==> config.mk <==
export PLATFORM = sky130hd
export DESIGN_NAME = raid0_request_splitter
export DESIGN_NICKNAME = d
export VERILOG_FILES = /design/src/r0s_pkg.sv /design/src/raid0_request_splitter.sv /design/src/r0s_datapath.sv /design/src/r0s_control.sv
export SDC_FILE = /design/constraint.sdc
export NUM_CORES = 2
export LEC_CHECK = 0
export BUFFER_PORTS_ARGS = -buffer_cell sky130_fd_sc_hd__buf_2
export CORE_MARGIN = 2
export CORE_UTILIZATION = 66
export CTS_BUF_LIST = sky130_fd_sc_hd__clkbuf_2 sky130_fd_sc_hd__clkbuf_4 sky130_fd_sc_hd__clkbuf_8
export CTS_CLUSTER_DIAMETER = 30
export DETAILED_ROUTE_END_ITERATION = 10
export PLACE_DENSITY = 0.84
export REMOVE_ABC_BUFFERS = 1
export SYNTH_ARGS = -nofsm -noshare
export SYNTH_HDL_FRONTEND = slang
export SYNTH_HIERARCHICAL = 1
export SYNTH_SLANG_ARGS = --single-unit
==> constraint.sdc <==
create_clock -name clk -period 14.2 [get_ports clk]
set_input_delay 0.71 -clock clk [delete_from_list [all_inputs] [get_ports clk]]
set_output_delay 0.71 -clock clk [all_outputs]
set_load 0.01 [all_outputs]
==> src/r0s_pkg.sv <==
// Package for the RAID-0 request splitter: widths, register indexes, command/status structs.
// No dependencies.
package r0s_pkg;
  localparam int MAX_DEVICES = 16;
  localparam int OFF_W = 47;
  localparam int LEN_W = 40;
  localparam int POS_W = 48;
  localparam int DOFF_W = 48;
  localparam int DIDX_W = 4;
  localparam int CNT_W = 5;
  localparam int CHUNK_W = 32;
  localparam int WID_W = 36;
  localparam int CFG_IDX_W = 1;
  localparam logic [CFG_IDX_W-1:0] REG_DEVICE_COUNT = 1'd0;
  localparam logic [CFG_IDX_W-1:0] REG_CHUNK_SIZE = 1'd1;

  typedef struct packed {
    logic load;
    logic div_start;
    logic div_step;
    logic div_sel_end;
    logic div_latch;
    logic first_dev;
    logic emit;
    logic next_dev;
  } r0s_cmd_t;

  typedef struct packed {
    logic div_done;
    logic len_zero;
    logic left_zero;
    logic at_last_visit;
  } r0s_sts_t;
endpackage

==> src/raid0_request_splitter.sv <==
// Top level of the RAID-0 request splitter: config registers, controller and datapath.
// Depends on r0s_pkg, r0s_control, r0s_datapath.
//
// channel | dir | tdata                          | tuser
// in_     | in  | request_offset, request_length | -
// out_    | out | device_index, offset, length   | - (tlast = last)
// cfg_    | in  | device_count, chunk_size       | -
//
// A request runs the offset, then the end position, through the shared restoring divider (one
// quotient bit per cycle over the stripe width), then picks the first member and emits the
// sub-requests member by member. Zero length gives no sub-request.
// Reset is synchronous, active low; out_tvalid clears. An output stall holds the
// sequencer at the next sub-request; the input is taken only when idle.
module raid0_request_splitter (
  input  logic                              clk,
  input  logic                              rst_n,
  input  logic                              in_tvalid,
  output logic                              in_tready,
  input  logic [87:0]                       in_tdata,   // request_offset[46:0], request_length[86:47]
  output logic                              out_tvalid,
  input  logic                              out_tready,
  output logic [95:0]                       out_tdata,  // device_index[3:0], offset[51:4], length[91:52]
  output logic                              out_tlast,
  input  logic                              cfg_we,
  input  logic [r0s_pkg::CFG_IDX_W-1:0]     cfg_index,
  input  logic [r0s_pkg::CHUNK_W-1:0]       cfg_wdata
);
  logic [r0s_pkg::CNT_W-1:0]   devcnt_r;
  logic [r0s_pkg::CHUNK_W-1:0] chunk_r;
  logic [r0s_pkg::CNT_W-1:0]   ndev;
  logic [r0s_pkg::CHUNK_W-1:0] chunk;
  r0s_pkg::r0s_cmd_t cmd;
  r0s_pkg::r0s_sts_t sts;
  logic busy, in_fire, out_fire;
  logic [r0s_pkg::DIDX_W-1:0] o_dev;
  logic [r0s_pkg::DOFF_W-1:0] o_off;
  logic [r0s_pkg::LEN_W-1:0]  o_len;

  assign ndev = (devcnt_r == '0) ? r0s_pkg::CNT_W'(1) :
                (devcnt_r > r0s_pkg::CNT_W'(r0s_pkg::MAX_DEVICES)) ?
                r0s_pkg::CNT_W'(r0s_pkg::MAX_DEVICES) : devcnt_r;
  assign chunk = (chunk_r == '0) ? r0s_pkg::CHUNK_W'(1) : chunk_r;
  assign in_tready = !busy;
  assign in_fire = in_tvalid && in_tready;
  assign out_fire = out_tvalid && out_tready;
  assign out_tdata = {4'b0, o_len, o_off, o_dev};

  always_ff @(posedge clk) begin
    if (!rst_n) begin
      devcnt_r <= r0s_pkg::CNT_W'(2);
      chunk_r <= r0s_pkg::CHUNK_W'(4194304);
    end else if (cfg_we) begin
      case (cfg_index)
        r0s_pkg::REG_DEVICE_COUNT: devcnt_r <= cfg_wdata[r0s_pkg::CNT_W-1:0];
        r0s_pkg::REG_CHUNK_SIZE:   chunk_r <= cfg_wdata;
        default: ;
      endcase
    end
  end

  r0s_control u_ctrl (
    .clk(clk), .rst_n(rst_n), .in_fire(in_fire), .out_fire(out_fire),
    .sts(sts), .cmd(cmd), .busy(busy), .out_valid(out_tvalid)
  );

  r0s_datapath u_dp (
    .clk(clk), .req_off(in_tdata[46:0]), .req_len(in_tdata[86:47]),
    .ndev(ndev), .chunk(chunk), .cmd(cmd), .sts(sts),
    .o_dev(o_dev), .o_off(o_off), .o_len(o_len), .o_last(out_tlast)
  );
endmodule

==> src/r0s_datapath.sv <==
// Datapath: restoring divider over the stripe width, member mapping and output register.
// Depends on r0s_pkg.
module r0s_datapath (
  input  logic                          clk,
  input  logic [r0s_pkg::OFF_W-1:0]     req_off,
  input  logic [r0s_pkg::LEN_W-1:0]     req_len,
  input  logic [r0s_pkg::CNT_W-1:0]     ndev,
  input  logic [r0s_pkg::CHUNK_W-1:0]   chunk,
  input  r0s_pkg::r0s_cmd_t             cmd,
  output r0s_pkg::r0s_sts_t             sts,
  output logic [r0s_pkg::DIDX_W-1:0]    o_dev,
  output logic [r0s_pkg::DOFF_W-1:0]    o_off,
  output logic [r0s_pkg::LEN_W-1:0]     o_len,
  output logic                          o_last
);
  localparam int STEP_W = $clog2(r0s_pkg::POS_W + 1);

  logic [r0s_pkg::POS_W-1:0]   off_r, end_r, dvd_r;
  logic [r0s_pkg::DOFF_W-1:0]  qc_r;
  logic [r0s_pkg::WID_W:0]     rem_r;
  logic [STEP_W-1:0]           step_r;
  logic [r0s_pkg::WID_W-1:0]   width_r, ws_r, we_r, base_r;
  logic [r0s_pkg::DOFF_W-1:0]  sbs_r, sbe_r;
  logic [r0s_pkg::LEN_W-1:0]   left_r;
  logic [r0s_pkg::DIDX_W-1:0]  dev_r;
  logic [r0s_pkg::CNT_W-1:0]   vis_r;
  logic [r0s_pkg::DIDX_W:0]    fdev;
  logic [r0s_pkg::WID_W:0]     trial;
  logic [r0s_pkg::WID_W:0]     rsh;
  logic [r0s_pkg::CHUNK_W:0]   ps, pe;
  logic [r0s_pkg::DOFF_W-1:0]  ds, de;
  logic [r0s_pkg::LEN_W-1:0]   dl;

  // Part of a within-stripe position falling on the current member, clamped.
  function automatic logic [r0s_pkg::CHUNK_W:0] clamp_part(
    input logic [r0s_pkg::WID_W-1:0] w, input logic [r0s_pkg::WID_W-1:0] b,
    input logic [r0s_pkg::CHUNK_W-1:0] c);
    logic [r0s_pkg::WID_W-1:0] d;
    d = w - b;
    if (w < b) clamp_part = '0;
    else if (d > {{(r0s_pkg::WID_W-r0s_pkg::CHUNK_W){1'b0}}, c}) clamp_part = {1'b0, c};
    else clamp_part = d[r0s_pkg::CHUNK_W:0];
  endfunction

  assign rsh = {rem_r[r0s_pkg::WID_W-1:0], dvd_r[r0s_pkg::POS_W-1]};
  assign trial = rsh - {1'b0, width_r};
  assign ps = clamp_part(ws_r, base_r, chunk);
  assign pe = clamp_part(we_r, base_r, chunk);
  assign ds = sbs_r + {{(r0s_pkg::DOFF_W-r0s_pkg::CHUNK_W-1){1'b0}}, ps};
  assign de = sbe_r + {{(r0s_pkg::DOFF_W-r0s_pkg::CHUNK_W-1){1'b0}}, pe};
  assign dl = (de >= ds) ? r0s_pkg::LEN_W'(de - ds) : '0;

  // First member: compare the within-stripe offset against each chunk multiple.
  always_comb begin
    fdev = '0;
    for (int k = 1; k < r0s_pkg::MAX_DEVICES; k++) begin
      if (ws_r >= r0s_pkg::WID_W'(k) * r0s_pkg::WID_W'(chunk))
        fdev = (r0s_pkg::DIDX_W+1)'(k);
    end
  end

  assign sts.div_done = (step_r == '0);
  assign sts.len_zero = (req_len == '0);
  assign sts.left_zero = (left_r == '0);
  assign sts.at_last_visit = (vis_r == ndev);

  always_ff @(posedge clk) begin
    if (cmd.load) begin
      off_r <= {1'b0, req_off};
      end_r <= {1'b0, req_off} + {{(r0s_pkg::POS_W-r0s_pkg::LEN_W){1'b0}}, req_len};
      left_r <= req_len;
      width_r <= r0s_pkg::WID_W'(ndev) * r0s_pkg::WID_W'(chunk);
    end
    if (cmd.div_start) begin
      dvd_r <= cmd.div_sel_end ? end_r : off_r;
      rem_r <= '0;
      qc_r <= '0;
      step_r <= STEP_W'(r0s_pkg::POS_W);
    end else if (cmd.div_step) begin
      if (!trial[r0s_pkg::WID_W]) rem_r <= trial;
      else rem_r <= rsh;
      // Build stripe number times chunk one quotient bit at a time.
      qc_r <= {qc_r[r0s_pkg::DOFF_W-2:0], 1'b0} +
              (trial[r0s_pkg::WID_W] ? '0 :
               {{(r0s_pkg::DOFF_W-r0s_pkg::CHUNK_W){1'b0}}, chunk});
      dvd_r <= {dvd_r[r0s_pkg::POS_W-2:0], 1'b0};
      step_r <= step_r - 1'b1;
    end
    if (cmd.div_latch) begin
      if (cmd.div_sel_end) begin
        we_r <= rem_r[r0s_pkg::WID_W-1:0];
        sbe_r <= qc_r;
      end else begin
        ws_r <= rem_r[r0s_pkg::WID_W-1:0];
        sbs_r <= qc_r;
      end
    end
    if (cmd.first_dev) begin
      dev_r <= fdev[r0s_pkg::DIDX_W-1:0];
      base_r <= r0s_pkg::WID_W'(fdev) * r0s_pkg::WID_W'(chunk);
      vis_r <= r0s_pkg::CNT_W'(1);
    end
    if (cmd.emit) begin
      o_dev <= dev_r;
      o_off <= ds;
      o_len <= dl;
      o_last <= (dl >= left_r) || (vis_r == ndev);
      left_r <= (dl >= left_r) ? '0 : left_r - dl;
    end
    if (cmd.next_dev) begin
      vis_r <= vis_r + 1'b1;
      if (r0s_pkg::CNT_W'(dev_r) + 1'b1 >= ndev) begin
        dev_r <= '0;
        base_r <= '0;
      end else begin
        dev_r <= dev_r + 1'b1;
        base_r <= base_r + r0s_pkg::WID_W'(chunk);
      end
    end
  end
endmodule

==> src/r0s_control.sv <==
// Controller: sequences the two divisions and the per-member output requests.
// Depends on r0s_pkg.
module r0s_control (
  input  logic              clk,
  input  logic              rst_n,
  input  logic              in_fire,
  input  logic              out_fire,
  input  r0s_pkg::r0s_sts_t sts,
  output r0s_pkg::r0s_cmd_t cmd,
  output logic              busy,
  output logic              out_valid
);
  typedef enum logic [2:0] {
    S_IDLE, S_DIV_OFF, S_DIV_END, S_FIRST, S_EMIT, S_HOLD
  } state_t;

  state_t state_r, state_nxt;
  logic   ovalid_r, ovalid_nxt;
  logic   fin_r, fin_nxt;
  logic   sel_r, sel_nxt;

  assign busy = (state_r != S_IDLE);
  assign out_valid = ovalid_r;

  always_comb begin
    state_nxt = state_r;
    ovalid_nxt = ovalid_r;
    fin_nxt = fin_r;
    sel_nxt = sel_r;
    cmd = '0;
    cmd.div_sel_end = sel_r;
    case (state_r)
      S_IDLE: begin
        if (in_fire) begin
          cmd.load = 1'b1;
          if (!sts.len_zero) begin
            state_nxt = S_DIV_OFF;
            sel_nxt = 1'b0;
            fin_nxt = 1'b0;
          end
        end
      end
      S_DIV_OFF, S_DIV_END: begin
        if (fin_r == 1'b0) begin
          cmd.div_start = 1'b1;
          fin_nxt = 1'b1;
        end else if (!sts.div_done) begin
          cmd.div_step = 1'b1;
        end else begin
          cmd.div_latch = 1'b1;
          fin_nxt = 1'b0;
          if (state_r == S_DIV_OFF) begin
            sel_nxt = 1'b1;
            state_nxt = S_DIV_END;
          end else begin
            state_nxt = S_FIRST;
          end
        end
      end
      S_FIRST: begin
        cmd.first_dev = 1'b1;
        state_nxt = S_EMIT;
      end
      S_EMIT: begin
        if (!ovalid_r || out_fire) begin
          cmd.emit = 1'b1;
          ovalid_nxt = 1'b1;
          state_nxt = S_HOLD;
        end else if (out_fire) begin
          ovalid_nxt = 1'b0;
        end
      end
      S_HOLD: begin
        if (out_fire) ovalid_nxt = 1'b0;
        if (sts.left_zero || sts.at_last_visit) begin
          state_nxt = S_IDLE;
        end else begin
          cmd.next_dev = 1'b1;
          state_nxt = S_EMIT;
        end
      end
      default: state_nxt = S_IDLE;
    endcase
    if (state_r != S_EMIT && state_r != S_HOLD && out_fire) ovalid_nxt = 1'b0;
  end

  always_ff @(posedge clk) begin
    if (!rst_n) begin
      state_r <= S_IDLE;
      ovalid_r <= 1'b0;
      fin_r <= 1'b0;
      sel_r <= 1'b0;
    end else begin
      state_r <= state_nxt;
      ovalid_r <= ovalid_nxt;
      fin_r <= fin_nxt;
      sel_r <= sel_nxt;
    end
  end

`ifndef SYNTH
  a_no_emit_stall: assert property (@(posedge clk) disable iff (!rst_n)
    cmd.emit |-> (!ovalid_r || out_fire)) else $error("result overwritten");
  a_emit_valid: assert property (@(posedge clk) disable iff (!rst_n)
    cmd.emit |=> ovalid_r) else $error("emitted result not valid");
  a_idle_no_cmd: assert property (@(posedge clk) disable iff (!rst_n)
    (state_r == S_IDLE) |-> !(cmd.emit || cmd.div_step)) else $error("idle datapath busy");
`endif
endmodule

### Word level (Yosys, flattened, before mapping)

Index checks and enable logic that the tools add are counted.

* order comparisons: 23
* bitwise gates (word level): 3
* add/subtract/negate cells: 14
* equality and inequality tests: 14
* muxes and demuxes: 72
* reductions and logical operators: 30
* $mul: 13

Operators with widths (count)
* greater-or-equal comparator 36 bit: 7
* 2-to-1 mux 40 bit: 4
* greater-or-equal comparator 36 x 35 -> 1 bit: 4
* multiplier 4 x 32 -> 36 bit, first input constant: 4
* 2-to-1 mux 36 bit: 4
* 2-to-1 mux 48 bit: 3
* multiplier 3 x 32 -> 35 bit, first input constant: 4
* 2-to-1 mux 33 bit: 4
* multiplier 2 x 32 -> 34 bit, first input constant: 3
* adder 48 x 33 -> 48 bit: 2
* zero test 40 bit: 2
* subtractor 40 bit: 2
* greater-or-equal comparator 36 x 34 -> 1 bit: 2
* > comparator 36 x 32 -> 1 bit: 2
* less-than comparator 36 bit: 2
* subtractor 36 bit: 2
* 2-to-1 mux 32 bit: 2
* adder 47 x 40 -> 48 bit: 1
* adder 48 bit: 1
* greater-or-equal comparator 48 bit: 1
* 2-to-1 mux 4 bit: 11
* greater-or-equal comparator 40 bit: 1
* subtractor 37 x 36 -> 37 bit: 1
* adder 36 x 32 -> 36 bit: 1
* 38 further kinds: 99

* bits in registers: 658
* word-level logic and storage cells: 194
* input bits: 126
* output and inout bits: 99

### Logic depth before layout (Yosys ltp)

* depth after elaboration: 21
* depth in mapped cells: 65
* gate-level depth less buffers: 62

### Cells and area by module

The synthesis kept the hierarchy.

By module, submodules not included
* r0s_datapath: area an instance 77595.7 um^2, instances 1, sequential area each 17566.8 um^2, cells each 8576
* raid0_request_splitter: area an instance 1651.6 um^2, instances 1, sequential area each 740.7 um^2, cells each 215
* r0s_control: area an instance 395.4 um^2, instances 1, sequential area each 120.1 um^2, cells each 51

### Worst setup path before layout

No wires, ideal clock.

* kind: register -> register
* start point: register u_dp/ws_r[3] (netlist bit)
* end point: register u_dp/left_r[35] (netlist bit) (data pin)
* buffers on the path: 3
* library setup time: 203 ps
* stages on the path, launching flop included: 55
* path slack: 1805 ps
* data required time: 13997 ps
* arrival time: 12192 ps
* period minus slack after synthesis: 12395 ps
* cell sequence: edfxtp_1 ha_1 o21a_1 o31a_1 o41ai_1 nand3_1 a211o_1 a21o_1 a21o_1 a21oi_1 o21ai_0 ha_1 a21o_1 a21o_1 a21oi_1 o221ai_1 a221o_1 a211oi_4 [19 not listed] o22a_1 nand2_1 o2111ai_1 nand3_1 clkbuf_1 clkbuf_1 nand2_1 ha_1 nand3_1 nor3_1 nand2_1 nor4_1 o211ai_1 nand3_1 a21oi_1 o21ai_1 nand2_1 o32ai_1

* word-level cells in the longest chain between the ends: 10
* elaborated cells on any way between the ends: 13
* classes of those cells: 4 x add/sub; 4 x order compare; 5 x mux

Ends and longest elaborated chain
* start: declaration: RTL line r0s_datapath.sv:22 `logic [r0s_pkg::WID_W-1:0] width_r, ws_r, we_r, base_r;`
* start signal: assignment: RTL line r0s_datapath.sv:94 `ws_r <= rem_r[r0s_pkg::WID_W-1:0];`
* subtractor 36 bit: RTL line r0s_datapath.sv:39 `d = w - b;`
* > comparator 36 x 32 -> 1 bit: RTL line r0s_datapath.sv:41 `else if (d > {{(r0s_pkg::WID_W-r0s_pkg::CHUNK_W){1'b0}}, c}) clamp_part = {1'b0, c};`
* 2-to-1 mux 33 bit: RTL line r0s_datapath.sv:41
* 2-to-1 mux 33 bit (*): RTL line r0s_datapath.sv:40 `if (w < b) clamp_part = '0;`
* adder 48 x 33 -> 48 bit (*): RTL line r0s_datapath.sv:49 `assign ds = sbs_r + {{(r0s_pkg::DOFF_W-r0s_pkg::CHUNK_W-1){1'b0}}, ps};`
* subtractor 40 bit / greater-or-equal comparator 48 bit (equally long branches): RTL line r0s_datapath.sv:51 `assign dl = (de >= ds) ? r0s_pkg::LEN_W'(de - ds) : '0;`
* 2-to-1 mux 40 bit (*): RTL line r0s_datapath.sv:51
* subtractor 40 bit / greater-or-equal comparator 40 bit (equally long branches): RTL line r0s_datapath.sv:108 `left_r <= (dl >= left_r) ? '0 : left_r - dl;`
* 2-to-1 mux 40 bit (*): RTL line r0s_datapath.sv:108
* 2-to-1 mux 40 bit (*): RTL line r0s_datapath.sv:103 `if (cmd.emit) begin`
* end signal: assignment: RTL line r0s_datapath.sv:71 `left_r <= req_len;`
* end signal: assignment: RTL line r0s_datapath.sv:108
* end: declaration: RTL line r0s_datapath.sv:24 `logic [r0s_pkg::LEN_W-1:0] left_r;`

Mark *: on every way between the ends. The rest lies on a longest branch, timed or not.
A chain may end at the register's enable or synchronous reset.

### Final worst setup path

* start point: register chunk_r[13] (netlist bit)
* end point: register u_dp/base_r[34] (netlist bit) (data pin)

* word-level cells in the longest chain between the ends: 21
* elaborated cells on any way between the ends: 48
* classes of those cells: 1 x add/sub; 12 x mul; 15 x order compare; 19 x mux; 1 x reduce/logical

Ends and longest elaborated chain
* start: declaration: RTL line raid0_request_splitter.sv:29 `logic [r0s_pkg::CHUNK_W-1:0] chunk_r;`
* start signal: assignment: RTL line raid0_request_splitter.sv:51 `chunk_r <= r0s_pkg::CHUNK_W'(4194304);`
* start signal: assignment: RTL line raid0_request_splitter.sv:55 `r0s_pkg::REG_CHUNK_SIZE: chunk_r <= cfg_wdata;`
* zero test 32 bit (*): RTL line raid0_request_splitter.sv:42 `assign chunk = (chunk_r == '0) ? r0s_pkg::CHUNK_W'(1) : chunk_r;`
* 2-to-1 mux 32 bit (*): RTL line raid0_request_splitter.sv:42
* net chunk (one bit): RTL line raid0_request_splitter.sv:31 `logic [r0s_pkg::CHUNK_W-1:0] chunk;`
* branches (longest 18 deep; another with greater-or-equal comparator 36 x 34 -> 1 bit)
* 2-to-1 mux 36 bit (*): RTL line r0s_datapath.sv:110 `if (cmd.next_dev) begin`
* end signal: assignment: RTL line r0s_datapath.sv:100 `base_r <= r0s_pkg::WID_W'(fdev) * r0s_pkg::WID_W'(chunk);`
* end signal: assignment: RTL line r0s_datapath.sv:117 `base_r <= base_r + r0s_pkg::WID_W'(chunk);`
* end: declaration: RTL line r0s_datapath.sv:22

Mark *: on every way through the listed nets, which the timed path passes. The select of a mux whose other input is x is not followed.

==> flow_metrics.tcl <==
set metrics [dict create \
    yosys.area.top_type "ha_1" \
    syn_to_final_growth_pct 11.3 \
    htreeDepth 4 \
    clk_latency_ns 0.91 \
    track_usage_pct 41.5 \
    status "completed" \
    dpl.hpwl_um 201000 \
    grt_overflow 0 \
    fin_skew_ns 0.0563 \
    nets 11151 \
    p_leak_uw 0.0410 \
    grt_pass1_vias 72962 \
    io_buffers 219 \
    gp_congestion 1.02 \
    slew_violations 0 \
    worst-path-max-fanout 5 \
    use_met1_pct 46.4 \
    grt-busiest-layer "met2" \
    syn_area_mm2 0.0796 \
    critPathRequiredTime_ns 14.79 \
    grt_pass1_wl_um 396000 \
    crit_path_start_kind "flop" \
    synth.top_cell.area_share_pct 20.9 \
    synth-seq-area-share_pct 23.1 \
    critPathMaxStageDelay_ns 0.78 \
    clockBufferDepth 3 \
    cts_sinks 658 \
    synth_most_common_cell "ha_1" \
    met2_usage_pct 69.4 \
    drt_iter0_drc 6641 \
    dr_total_vias 72718 \
    async_flop_share_pct 0 \
    synth_flop_cell "edfxtp_1" \
    syn_inst 8842 \
    yosys_warnings 6 \
    yosysUniqueCellTypes 105 \
    fmax_ghz 0.0724 \
    io_pins 225 \
    clk_pin_slew_worst_paths_ns 0.06 \
    max_cap_viol_count 0 \
    ys_ff_latch 658 \
    drc 0 \
    drive_gt1_share_pct 10.4 \
    wl_per_cell_um 23.3 \
    setup_viol 0 \
    wl_um 260000 \
    slew_headroom_pct 5.73 \
    die_x_um 351 \
    critPathKind "flop to flop" \
    die-height_um 351 \
    power_density_mw_per_mm2 87.8 \
    met3_usage_pct 7.24 \
    start_util_pct 66.5 \
    cts_inserted_buffers 150 \
    worst_ep_arrival_time_ns 14.40 \
    num_rows 127 \
    firstDrtPassIters 8 \
    final_util_pct 74.0 \
    via_per_inst 6.53 \
    cts_tree "done" \
    hold_viol_final 0 \
    die-area_mm2 0.123 \
    period_minus_slack_ns 13.80 \
    grt_max_degree 133 \
    cts_root_buffer "clkbuf_8" \
    hp-class "input pin to flop" \
    period_share_pct 97.2 \
    synth_common_cells "ha_1 (1332), inv_1 (771), a21oi_1 (754)" \
    worstMarginPinSlew_ns 1.40 \
    cp_slowest_cell "nor4_2" \
    power.total_uw 7780 \
    peakVddDrop_uv 96.5 \
    antenna_found_initial 9 \
    synth_area_per_cell_um2 9.01 \
    core_mm2 0.120 \
    endpoint_kind "flop" \
    whs_ns 0.0568 \
    ant_nets 0 \
    synthTopCellsByArea "ha_1 (21%), edfxtp_1 (20%), fa_1 (7.9%), a21oi_1 (4.7%), a21o_1 (4.3%)" \
    synth_edf_count 525 \
]
area by class of cell:
| cell class | count | area, µm² |
|---|---|---|
| Timing Repair Buffer | 615 | 4320 |
| Multi-Input combinational cell | 7181 | 57600 |
| Antenna cell | 8 | 20.0 |
| Inverter | 774 | 2910 |
| Sequential cell | 658 | 18400 |
| Clock inverter | 96 | 986 |
| Fill cell | 8789 | 31100 |
| Clock buffer | 184 | 2410 |
| Tap cell | 1612 | 2020 |
flip-flops by register name, summed over array words and instances, names as in the netlist, 3 cells and up:
signal          flops
u_dp/qc_r          48
u_dp/rem_r         36
u_dp/step_r         6
u_dp/we_r          36
u_dp/dvd_r         48
u_dp/o_off         48
u_ctrl/state_r      3
devcnt_r            5
u_dp/o_len         40
u_dp/end_r         48
u_dp/dev_r          4
u_dp/sbs_r         48
u_dp/vis_r          5
u_dp/left_r        40
u_dp/sbe_r         48
u_dp/off_r         47
chunk_r            32
u_dp/width_r       36
u_dp/ws_r          36
u_dp/base_r        36
u_dp/o_dev          4
power by group:
group / total (µW) / switching, µW / internal, µW
Clock: 2390 / 1020 / 1370
Combinational: 2960 / 1770 / 1190
Sequential: 2430 / 120 / 2310
Total: 7780 / 2910 / 4870
layout by cell type (no fill, tap or decap), drive strengths merged, types with 49 or more instances in the layout:
master  Yosys  final
nand2     630    630
buf        46    576
a21o      455    455
o21ai     390    390
a21boi     53     53
edfxtp    525    525
a211oi     93     93
and3       76     76
nor2      535    535
nor3      124    124
xnor2     389    389
clkinv      3     49
nor2b     129    129
dfxtp     133    133
o211ai     55     55
and2      109    109
clkbuf    187    184
mux2i     149    149
inv       771    786
a21oi     760    760
nor4       60     60
a31oi     109    109
fa        313    313
nand3     173    173
nand4     139    139
ha       1332   1332
xor2      238    238
o21a      125    125
nand2b    120    120
o21bai     78     78
per-layer routing:
| layer | part of all wire (%) | vias to the layer above | wire length, µm |
|---|---|---|---|
| li1 | - | 33263 | - |
| met1 | 36 | 34428 | 92600 |
| met2 | 46 | 3785 | 120000 |
| met3 | 8.6 | 1238 | 22400 |
| met4 | 9.6 | 4 | 25000 |
| met5 | 0.0096 | - | 25 |
worst max-delay path, delay by kind of cell (launching register included):
kind / cells / cell delay (ns)
and+or+nand+nor: 10 / 3.33
DFF: 1 / 0.37
adders and majority gates: 8 / 2.87
buffers and inverters: 7 / 0.77
AOI/OAI and AO/OA: 22 / 5.71
xor gates and xnor gates: 2 / 0.44
stage by stage:
| stage | cells | setup TNS (ns) | worst slack, ns | area (µm²) |
|---|---|---|---|---|
| 2_1_floorplan | 8613 | -11.43 | -0.786 | 78700 |
| 3_3_place_gp | 10797 | 0 | 0.420 | 84700 |
| 3_5_place_dp | 10797 | 0 | 0.202 | 84700 |
| 4_1_cts | 11116 | 0 | 0.183 | 88500 |
| 5_1_grt | 11123 | -0.0174 | -0.0174 | 88700 |
| 6_report | 11128 | 0 | 0.396 | 88700 |
cells by family after synthesis:
group                      count (synthesis)  synth area share [%]
adders and majority gates               1645                  28.8
and+or+nand+nor                         2266                  14.0
AOI/OAI and AO/OA                       2486                  20.4
other                                      2               0.00943
xor gates and xnor gates                 627                  6.90
DFF                                      658                  23.1
muxes                                    151                  1.92
buffers and inverters                   1007                  4.87
path summary, 6_finish.rpt:
check	slack, ns	start	cells after the start	end
max reg2reg	0.40	chunk_r[13]	49	u_dp/base_r[34]
min	0.06	in_tdata[20]	1	u_dp/off_r[20]
min reg2reg	0.47	u_dp/qc_r[47]	0	u_dp/sbe_r[47]
max	0.40	chunk_r[13]	49	u_dp/base_r[34]
repair_timing:
| item | 4_1_cts | 5_1_grt |
|---|---|---|
| buffers inserted | 0 | 4 |
| gates resized for setup | 0 | 19 |
| endpoints found under the hold margin | 39 | 0 |
| hold buffers | 39 | 0 |
| setup endpoints to repair | 0 | 55 |
Note: power is estimated with default switching activity, not from simulation.
